[src/design/rsmt_pkg.sv]
// ----------------------------------------------------------------------------
// rsmt_pkg
// Shared types, constants and helpers for the running smallest-m tracker.
// ----------------------------------------------------------------------------
package rsmt_pkg;

  // store geometry
  localparam int MAX_KEEP   = 32;
  localparam int VALUE_BITS = 18;
  localparam int IDX_W      = (MAX_KEEP > 1) ? $clog2(MAX_KEEP) : 1;
  localparam int CNT_W      = $clog2(MAX_KEEP + 1);

  // fixed field widths
  localparam int LIMIT_W = 6;
  localparam int COUNT_W = 6;

  // command codes
  localparam logic CMD_INSERT = 1'b0;
  localparam logic CMD_DRAIN  = 1'b1;

  typedef logic [VALUE_BITS-1:0] value_t;
  typedef logic [CNT_W-1:0]      count_t;
  typedef logic [IDX_W-1:0]      idx_t;

  // controller states
  typedef enum logic [1:0] {
    ST_IDLE,
    ST_RESULT,
    ST_DRAIN
  } ctrl_state_t;

  // controller to datapath commands
  typedef struct packed {
    logic insert_en;
    logic drain_start;
    logic drain_adv;
    logic drain_clear;
    logic drain_mode;
  } dp_cmd_t;

  // datapath to controller status
  typedef struct packed {
    logic drain_last;
  } dp_sts_t;

  // one result item
  typedef struct packed {
    value_t               threshold;
    logic                 full_res;
    value_t               kept_value;
    logic [COUNT_W-1:0]   kept_count;
    logic                 empty_res;
    logic                 last;
  } result_t;

  // effective limit: zero acts as one, large values saturate at the store size
  function automatic count_t eff_limit(input logic [LIMIT_W-1:0] lim);
    count_t res;
    if (lim == '0) begin
      res = count_t'(1);
    end else if (int'(lim) > MAX_KEEP) begin
      res = count_t'(MAX_KEEP);
    end else begin
      res = count_t'(lim);
    end
    return res;
  endfunction

endpackage

[src/design/rsmt_in_if.sv]
// ----------------------------------------------------------------------------
// rsmt_in_if
// Input channel: command and value with valid/ready.
// ----------------------------------------------------------------------------
interface rsmt_in_if
  import rsmt_pkg::*;
();
  logic   valid;
  logic   ready;
  logic   cmd;
  value_t value;

  modport source (output valid, output cmd, output value, input ready);
  modport sink   (input valid, input cmd, input value, output ready);
endinterface

[src/design/rsmt_out_if.sv]
// ----------------------------------------------------------------------------
// rsmt_out_if
// Result channel: one result item per transfer with valid/ready.
// ----------------------------------------------------------------------------
interface rsmt_out_if
  import rsmt_pkg::*;
();
  logic               valid;
  logic               ready;
  value_t             threshold;
  logic               full_res;
  value_t             kept_value;
  logic [COUNT_W-1:0] kept_count;
  logic               empty_res;
  logic               last;

  modport source (output valid, output threshold, output full_res, output kept_value,
                  output kept_count, output empty_res, output last, input ready);
  modport sink   (input valid, input threshold, input full_res, input kept_value,
                  input kept_count, input empty_res, input last, output ready);
endinterface

[src/design/rsmt_cfg_if.sv]
// ----------------------------------------------------------------------------
// rsmt_cfg_if
// Configuration write channel for the keep limit register.
// ----------------------------------------------------------------------------
interface rsmt_cfg_if
  import rsmt_pkg::*;
();
  logic               valid;
  logic               ready;
  logic [LIMIT_W-1:0] data;

  modport source (output valid, output data, input ready);
  modport sink   (input valid, input data, output ready);
endinterface

[src/design/rsmt_ctrl.sv]
// ----------------------------------------------------------------------------
// rsmt_ctrl
// Controller: sequences accept, insert result and drain emission.
// ----------------------------------------------------------------------------
module rsmt_ctrl
  import rsmt_pkg::*;
(
  input  logic    clk,
  input  logic    rst_n,
  input  logic    in_valid,
  input  logic    in_cmd,
  output logic    in_ready,
  output logic    out_valid,
  input  logic    out_ready,
  output dp_cmd_t dp_cmd,
  input  dp_sts_t dp_sts
);

  ctrl_state_t state_r, state_nxt;

  // state register
  always_ff @(posedge clk) begin
    if (!rst_n) begin
      state_r <= ST_IDLE;
    end else begin
      state_r <= state_nxt;
    end
  end

  // next state and commands
  always_comb begin
    state_nxt = state_r;
    in_ready  = 1'b0;
    out_valid = 1'b0;
    dp_cmd    = '0;
    unique case (state_r)
      ST_IDLE: begin
        in_ready = 1'b1;
        if (in_valid) begin
          if (in_cmd == CMD_INSERT) begin
            dp_cmd.insert_en = 1'b1;
            state_nxt        = ST_RESULT;
          end else begin
            dp_cmd.drain_start = 1'b1;
            state_nxt          = ST_DRAIN;
          end
        end
      end
      ST_RESULT: begin
        out_valid = 1'b1;
        if (out_ready) begin
          state_nxt = ST_IDLE;
        end
      end
      ST_DRAIN: begin
        out_valid         = 1'b1;
        dp_cmd.drain_mode = 1'b1;
        if (out_ready) begin
          if (dp_sts.drain_last) begin
            dp_cmd.drain_clear = 1'b1;
            state_nxt          = ST_IDLE;
          end else begin
            dp_cmd.drain_adv = 1'b1;
          end
        end
      end
      default: begin
        state_nxt = ST_IDLE;
      end
    endcase
  end

endmodule

[src/design/rsmt_dpath.sv]
// ----------------------------------------------------------------------------
// rsmt_dpath
// Datapath: sorted register row with parallel compare-and-shift insert,
// limit register, drain pointer and result formatting.
// ----------------------------------------------------------------------------
module rsmt_dpath
  import rsmt_pkg::*;
(
  input  logic               clk,
  input  logic               rst_n,
  input  dp_cmd_t            dp_cmd,
  output dp_sts_t            dp_sts,
  input  value_t             in_value,
  input  logic               cfg_we,
  input  logic [LIMIT_W-1:0] cfg_data,
  output result_t            res
);

  value_t             kept_r [MAX_KEEP];
  value_t             kept_nxt [MAX_KEEP];
  count_t             count_r;
  count_t             count_nxt;
  count_t             before_r;
  idx_t               idx_r;
  logic [LIMIT_W-1:0] limit_r;

  count_t                lim;
  logic                  not_full;
  logic [MAX_KEEP-1:0]   gt;
  logic                  grow;
  count_t                cfg_lim;
  idx_t                  top_idx;

  // compare every kept entry against the new value, then shift the tail up
  always_comb begin
    lim      = eff_limit(limit_r);
    not_full = (count_r < lim);
    for (int i = 0; i < MAX_KEEP; i++) begin
      gt[i] = (count_t'(i) < count_r) && (kept_r[i] > in_value);
    end
    grow = not_full || (|gt);
    kept_nxt[0] = (gt[0] || count_r == '0) ? in_value : kept_r[0];
    for (int i = 1; i < MAX_KEEP; i++) begin
      if (gt[i-1]) begin
        kept_nxt[i] = kept_r[i-1];
      end else if (gt[i] || count_t'(i) == count_r) begin
        kept_nxt[i] = in_value;
      end else begin
        kept_nxt[i] = kept_r[i];
      end
    end
  end

  // kept count: grows on insert, clamps on limit write, clears after drain
  assign cfg_lim = eff_limit(cfg_data);

  always_comb begin
    count_nxt = count_r;
    if (dp_cmd.insert_en && not_full) begin
      count_nxt = count_r + count_t'(1);
    end else if (dp_cmd.drain_clear) begin
      count_nxt = '0;
    end else if (cfg_we && count_r > cfg_lim) begin
      count_nxt = cfg_lim;
    end
  end

  // control registers
  always_ff @(posedge clk) begin
    if (!rst_n) begin
      count_r <= '0;
      limit_r <= LIMIT_W'(1);
      idx_r   <= '0;
    end else begin
      count_r <= count_nxt;
      if (cfg_we) begin
        limit_r <= cfg_data;
      end
      if (dp_cmd.drain_start) begin
        idx_r <= '0;
      end else if (dp_cmd.drain_adv) begin
        idx_r <= idx_r + idx_t'(1);
      end
    end
  end

  // kept values and count before the current item
  always_ff @(posedge clk) begin
    if (dp_cmd.insert_en && grow) begin
      kept_r <= kept_nxt;
    end
    if (dp_cmd.insert_en || dp_cmd.drain_start) begin
      before_r <= count_r;
    end
  end

  // drain ends on the last kept entry, or at once when nothing is kept
  assign dp_sts.drain_last = (before_r == '0) || (count_t'(idx_r) + count_t'(1) == before_r);

  // result formatting
  assign top_idx = idx_t'(count_r - count_t'(1));

  always_comb begin
    res            = '0;
    res.kept_count = COUNT_W'(before_r);
    res.last       = 1'b1;
    if (dp_cmd.drain_mode) begin
      res.last = dp_sts.drain_last;
      if (before_r == '0) begin
        res.empty_res = 1'b1;
      end else begin
        res.kept_value = kept_r[idx_r];
      end
    end else if (count_r >= lim && count_r != '0) begin
      res.full_res  = 1'b1;
      res.threshold = kept_r[top_idx];
    end
  end

endmodule

[src/design/running_smallest_m_tracker.sv]
// ----------------------------------------------------------------------------
// running_smallest_m_tracker
// Keeps the smallest keep_limit values inserted since the last drain and
// drains them in ascending order.
// ----------------------------------------------------------------------------
// latency: an insert result is offered the cycle after the input transfer
// throughput: one item at a time; a new command is taken only once every result of
//   the last one is accepted; a drain gives one value per cycle from the row while out_ready is high
// reset: kept count cleared, keep_limit set to 1, no clearing pass needed
module running_smallest_m_tracker
  import rsmt_pkg::*;
(
  input  logic          clk,
  input  logic          rst_n,
  rsmt_in_if.sink       in_ch,
  rsmt_out_if.source    out_ch,
  rsmt_cfg_if.sink      cfg_ch
);

  dp_cmd_t dp_cmd;
  dp_sts_t dp_sts;
  result_t res;
  logic    cfg_we;

  // config writes are always taken
  assign cfg_ch.ready = 1'b1;
  assign cfg_we       = cfg_ch.valid;

  // controller
  rsmt_ctrl u_ctrl (
    .clk       (clk),
    .rst_n     (rst_n),
    .in_valid  (in_ch.valid),
    .in_cmd    (in_ch.cmd),
    .in_ready  (in_ch.ready),
    .out_valid (out_ch.valid),
    .out_ready (out_ch.ready),
    .dp_cmd    (dp_cmd),
    .dp_sts    (dp_sts)
  );

  // datapath
  rsmt_dpath u_dpath (
    .clk      (clk),
    .rst_n    (rst_n),
    .dp_cmd   (dp_cmd),
    .dp_sts   (dp_sts),
    .in_value (in_ch.value),
    .cfg_we   (cfg_we),
    .cfg_data (cfg_ch.data),
    .res      (res)
  );

  // result payload
  assign out_ch.threshold  = res.threshold;
  assign out_ch.full_res   = res.full_res;
  assign out_ch.kept_value = res.kept_value;
  assign out_ch.kept_count = res.kept_count;
  assign out_ch.empty_res  = res.empty_res;
  assign out_ch.last       = res.last;

endmodule

[src/flat_wrapper.sv]
// flat-port wrapper written by rule: the top's interface ports become plain ports
module running_smallest_m_tracker_flat import rsmt_pkg::*;
  (clk, rst_n, in_ch_valid, in_ch_cmd, in_ch_value, in_ch_ready, out_ch_valid, out_ch_threshold, out_ch_full_res, out_ch_kept_value, out_ch_kept_count, out_ch_empty_res, out_ch_last, out_ch_ready, cfg_ch_valid, cfg_ch_data, cfg_ch_ready);
  rsmt_in_if in_ch_i ();
  rsmt_out_if out_ch_i ();
  rsmt_cfg_if cfg_ch_i ();
  input  logic clk;
  input  logic rst_n;
  input wire logic [$bits(in_ch_i.valid)-1:0] in_ch_valid;
  input wire logic [$bits(in_ch_i.cmd)-1:0] in_ch_cmd;
  input wire logic [$bits(in_ch_i.value)-1:0] in_ch_value;
  output wire logic [$bits(in_ch_i.ready)-1:0] in_ch_ready;
  output wire logic [$bits(out_ch_i.valid)-1:0] out_ch_valid;
  output wire logic [$bits(out_ch_i.threshold)-1:0] out_ch_threshold;
  output wire logic [$bits(out_ch_i.full_res)-1:0] out_ch_full_res;
  output wire logic [$bits(out_ch_i.kept_value)-1:0] out_ch_kept_value;
  output wire logic [$bits(out_ch_i.kept_count)-1:0] out_ch_kept_count;
  output wire logic [$bits(out_ch_i.empty_res)-1:0] out_ch_empty_res;
  output wire logic [$bits(out_ch_i.last)-1:0] out_ch_last;
  input wire logic [$bits(out_ch_i.ready)-1:0] out_ch_ready;
  input wire logic [$bits(cfg_ch_i.valid)-1:0] cfg_ch_valid;
  input wire logic [$bits(cfg_ch_i.data)-1:0] cfg_ch_data;
  output wire logic [$bits(cfg_ch_i.ready)-1:0] cfg_ch_ready;
  assign in_ch_i.valid = in_ch_valid;
  assign in_ch_i.cmd = in_ch_cmd;
  assign in_ch_i.value = in_ch_value;
  assign in_ch_ready = in_ch_i.ready;
  assign out_ch_valid = out_ch_i.valid;
  assign out_ch_threshold = out_ch_i.threshold;
  assign out_ch_full_res = out_ch_i.full_res;
  assign out_ch_kept_value = out_ch_i.kept_value;
  assign out_ch_kept_count = out_ch_i.kept_count;
  assign out_ch_empty_res = out_ch_i.empty_res;
  assign out_ch_last = out_ch_i.last;
  assign out_ch_i.ready = out_ch_ready;
  assign cfg_ch_i.valid = cfg_ch_valid;
  assign cfg_ch_i.data = cfg_ch_data;
  assign cfg_ch_ready = cfg_ch_i.ready;
  running_smallest_m_tracker u_core (.clk(clk), .rst_n(rst_n), .in_ch(in_ch_i), .out_ch(out_ch_i), .cfg_ch(cfg_ch_i));
endmodule
[config.mk]
export PLATFORM = sky130hd
export DESIGN_NAME = running_smallest_m_tracker_flat
export DESIGN_NICKNAME = d
export VERILOG_FILES = /design/src/design/rsmt_pkg.sv /design/src/design/rsmt_in_if.sv /design/src/design/rsmt_out_if.sv /design/src/design/rsmt_cfg_if.sv /design/src/design/rsmt_ctrl.sv /design/src/design/rsmt_dpath.sv /design/src/design/running_smallest_m_tracker.sv /design/src/flat_wrapper.sv
export SDC_FILE = /design/constraint.sdc
export NUM_CORES = 2
export LEC_CHECK = 0
export BUFFER_PORTS_ARGS = -buffer_cell sky130_fd_sc_hd__buf_4
export CAP_MARGIN = 20
export CELL_PAD_IN_SITES_DETAIL_PLACEMENT = 0
export CELL_PAD_IN_SITES_GLOBAL_PLACEMENT = 1
export CORE_MARGIN = 2
export CORE_UTILIZATION = 50
export DETAILED_ROUTE_END_ITERATION = 6
export PLACE_DENSITY_LB_ADDON = 0.3
export SLEW_MARGIN = 20
export SYNTH_ARGS = -nofsm -noshare
export SYNTH_HDL_FRONTEND = slang
export SYNTH_SLANG_ARGS = --single-unit
[constraint.sdc]
create_clock -name clk -period 8.3 [get_ports clk]
set_clock_uncertainty 0.15 [all_clocks]
set_input_delay 0.83 -clock clk [delete_from_list [all_inputs] [get_ports clk]]
set_output_delay 0.83 -clock clk [all_outputs]
set_load 0.01 [all_outputs]
==> metrics list <==
* Number of violations reported at the end of detailed-routing iteration 0: 5523
- TritonCTS built the clock tree.
* Count of cells along the worst hold path: 3
* Overall power consumption: 12.4 mW
- For this design the static power due to leakage is 19.0 nW.
- Vias per Instance: 7.17
- Clock sink total: 601
- Total CTS buffers: 75
- When the netlist entered floorplanning its net count stood at 4539.
- Cts-stage hold buffer count: 0
* Final critical delay including setup and external delays: 6.33 ns
- Largest net degree at the start of global routing: 78
- Accumulated negative setup slack: 0 ns
- For this run, design rule violations remaining after detail routing come to 2.
- The H-tree was split into 3 levels.
- For this run, the total global-route usage over all layers was measured as 0.374.
- Post-CTS Resized: 0
- After synthesis, the share of flip-flops with an asynchronous set or reset is 0.
- The number of different library cells used by synthesis comes to 79.
- EDFF count, synth: 582
- DRT antenna net count: 0
- Ys flop type: edfxtp_1
* Result of the run: finished, violations left
- Total via count after detailed routing: 37700
- For this run, the number of Yosys warnings is 0.
- By startpoint and endpoint, the worst setup path is classified as input pin to flop.
- The initial utilization of the core area, before any placement, comes to 0.503.
- Wire length of the first global-routing pass: 262 mm
* Max Buffers Root-to-Sink: 3
- Post-CTS timing repair inserted 0 buffers for setup.
* Global route overflow: 0
* Core footprint: 0.0947 mm²
* Max-Slew Margin vs Limit: 0.257
* Final hold violations: 0
* Final layout net count: 4561
* Cell area power density: 234 mW/mm²
- TritonRoute pass-1 iters: 7
- In the final layout, the share of cells above drive strength 1 is 0.268.
- Pins over their slew limit: 0
- The startpoint identified for the worst hold timing path is cfg_ch_data[0].
* Clock Pin Slew Worst Setup and Hold Paths: 0.06 ns
- Initial antenna violation count: 14
- Overall die area: 0.0979 mm²
- Leaving out fill and tap cells, the most frequent cells in the layout are ha_1, edfxtp_1, nand2_1.
* Terminus of the critical flop-to-flop path: u_core.u_dpath.kept_r[525]$_DFFE_PP_
* Number of flip-flops and latches in the synthesized netlist: 601
- RSZ-0062 raised after global routing: false
- Post-synthesis instance area: 0.0477 mm²
- Timing analysis after detailed placement gives a worst setup slack of 1.61 ns.
- Critical Path Source Type: input pin
* Number of I/O pins: 78
- Slack of the worst reg-to-reg path: 2.43 ns
* Fraction of the core area covered by cells at the end of the flow: 0.557
* Data arrival at the endpoint of the critical path: 6.56 ns
- The startpoint identified for the worst register-to-register timing path is u_core.u_dpath.count_r[0]$_SDFFE_PN0P_.
- Of the synthesized area, sequential elements account for 0.374.
* Estimated wirelength of the detail-placed design: 137 mm
* Critical Path RT: 8.53 ns
* Clock latency reported for the late side of the worst-skew pair: 0.66 ns
- Destination of the worst hold path: u_core.u_dpath.limit_r[0]$_SDFFE_PN1P_
- Leading cell type in the layout, fill and taps excluded: ha_1
* DRT Wirelength: 185 mm
- Number of global-route vias before repair: 35300
* GPL Wtd Cong: 1.03
- Number of inserted filler cells in the final layout: 7932
* Die extent in x: 313 µm
- CTS Root Buffer Type: clkbuf_16
* Violations in the final reports: DRC
- Timing would allow up to 0.158 GHz.
- Min setup slack post-route: 1.97 ns
- Syn Area/Cell: 12.2 µm²
- Number of maximum-capacitance violations: 0
- Least-Margin Pin Slew: 1.12 ns
- Number of endpoints failing setup at the final stage: 0
- Final cycle utilization of the critical path: 0.763
- Measured along the y axis, the die boundary spans 313 µm.
- Crit Path Max Fanout: 25
- The worst register-to-register path has a depth of 14.
* Worst-case vdd ir drop: 0.224 mV
- The path class of the tightest hold or removal check is input pin to flop.
- Synthesis produced a netlist whose cell count is 3913.
- Port Buf Inserts: 76
- In the final routed layout, each cell accounts on average for 35.2 µm.
- Number of standard-cell rows in the floorplan: 113
- Compared with the post-synthesis result, the final layout area differs by 10.7%.
- Critical path endpoint category: flop
-- where the power goes --
group          internal, mW  switching [mW]  total, mW
clock                  2.03            1.39       3.42
sequential             3.73           0.288       4.02
combinational          1.89            3.03       4.92
-- synthesized netlist by cell type, types with 16 or more instances --
| library cell | number | share of area |
|---|---|---|
| a211oi_1 | 36 | 0.0057 |
| a311oi_1 | 21 | 0.0039 |
| a21o_1 | 66 | 0.010 |
| o211ai_1 | 17 | 0.0027 |
| and4_1 | 30 | 0.0055 |
| nand2_1 | 369 | 0.029 |
| o21ai_0 | 335 | 0.035 |
| a221oi_1 | 17 | 0.0031 |
| mux4_2 | 360 | 0.17 |
| nor2b_1 | 46 | 0.0060 |
| nor3_1 | 26 | 0.0027 |
| nand3_1 | 90 | 0.0094 |
| and3_1 | 16 | 0.0021 |
| edfxtp_1 | 582 | 0.37 |
| buf_2 | 27 | 0.0028 |
| ha_1 | 596 | 0.16 |
| clkbuf_1 | 178 | 0.014 |
| a31oi_1 | 29 | 0.0038 |
| buf_1 | 42 | 0.0033 |
| nor2_1 | 120 | 0.0094 |
| nand4_1 | 73 | 0.0096 |
| dfxtp_1 | 19 | 0.0080 |
| mux2_2 | 317 | 0.075 |
| inv_1 | 91 | 0.0072 |
| mux2i_1 | 43 | 0.0090 |
| a21oi_1 | 196 | 0.021 |
-- worst max-delay path by stage --
stage	start	endpoint	slack, ns	cells after the start
floorplan	in_ch_value[17]	u_core.u_dpath.kept_r[450]$_DFFE_PP_	2.21	14
global placement	in_ch_value[7]	u_core.u_dpath.kept_r[510]$_DFFE_PP_	1.66	14
detailed placement	in_ch_value[7]	u_core.u_dpath.kept_r[528]$_DFFE_PP_	1.61	14
CTS	in_ch_value[7]	u_core.u_dpath.kept_r[525]$_DFFE_PP_	2.28	14
global route	in_ch_value[7]	u_core.u_dpath.kept_r[525]$_DFFE_PP_	2.01	14
finish	in_ch_value[7]	u_core.u_dpath.kept_r[525]$_DFFE_PP_	1.97	14
-- through the flow --
stage	hold slack [ns]	cells	instance area, µm²
6_report	0.269	5261	52800
5_1_grt	0.282	5258	52800
4_1_cts	0.251	5256	52800
3_5_place_dp	0.334	5122	50300
3_3_place_gp	0.332	5121	50300
2_1_floorplan	0.292	3913	47700
-- kinds of logic (layout without fill, tap and decap cells) --
logic type               Yosys count  in the layout  share of synthesized area
AND/OR/NAND/NOR                  836            836                     0.0844
AO/OA/AOI/OAI                    803            803                      0.100
multiplexers                     720            720                      0.254
flip-flops                       601            601                      0.374
adder cells (fa/ha/maj)          596            596                      0.156
buffers and inverters            344            423                     0.0286
XOR/XNOR                          12             12                    0.00220
other                              1              5                  0.0000786
-- area by class of cell --
class                           count  area [µm²]  share of cell area
Inverter                           92         345             0.00654
Antenna cell                        4        10.0            0.000190
Clock buffer                       99        2100              0.0399
Sequential cell                   601       17900               0.338
Multi-Input combinational cell   2968       28900               0.548
Timing Repair Buffer              197        1610              0.0305
Tap cell                         1265        1580              0.0300
Clock inverter                     35         372             0.00704
-- routing by layer --
layer,vias to the layer above,global-route usage,share of wire,routed length [µm]
met1,18800,0.503,0.38,70000
met5,-,0,0.00058,107
li1,15700,-,-,-
met2,2771,0.544,0.42,78100
met3,447,0.154,0.15,28600
met4,10,0.133,0.045,8350
-- critical path, stage by stage --
cell and delay [ns]:
buf_4 0.23, inv_2 0.68, buf_4 0.35, ha_1 0.27
a21o_1 0.16, a21o_1 0.17, a2111oi_0 0.71, o21a_1 0.44
nand4_1 0.30, nor4b_2 0.56, and4_2 1.03, buf_4 0.44
a311oi_4 0.05, buf_4 0.26
-- state kept, by name, indices dropped and copies added, names as in the netlist --
| signal | flops |
|---|---|
| u_core.u_dpath.kept_r | 576 |
| u_core.u_dpath.count_r | 6 |
| u_core.u_ctrl.state_r | 2 |
| u_core.u_dpath.idx_r | 5 |
| u_core.u_dpath.limit_r | 6 |
| u_core.u_dpath.before_r | 6 |
Note: power is estimated with default switching activity, not from simulation.
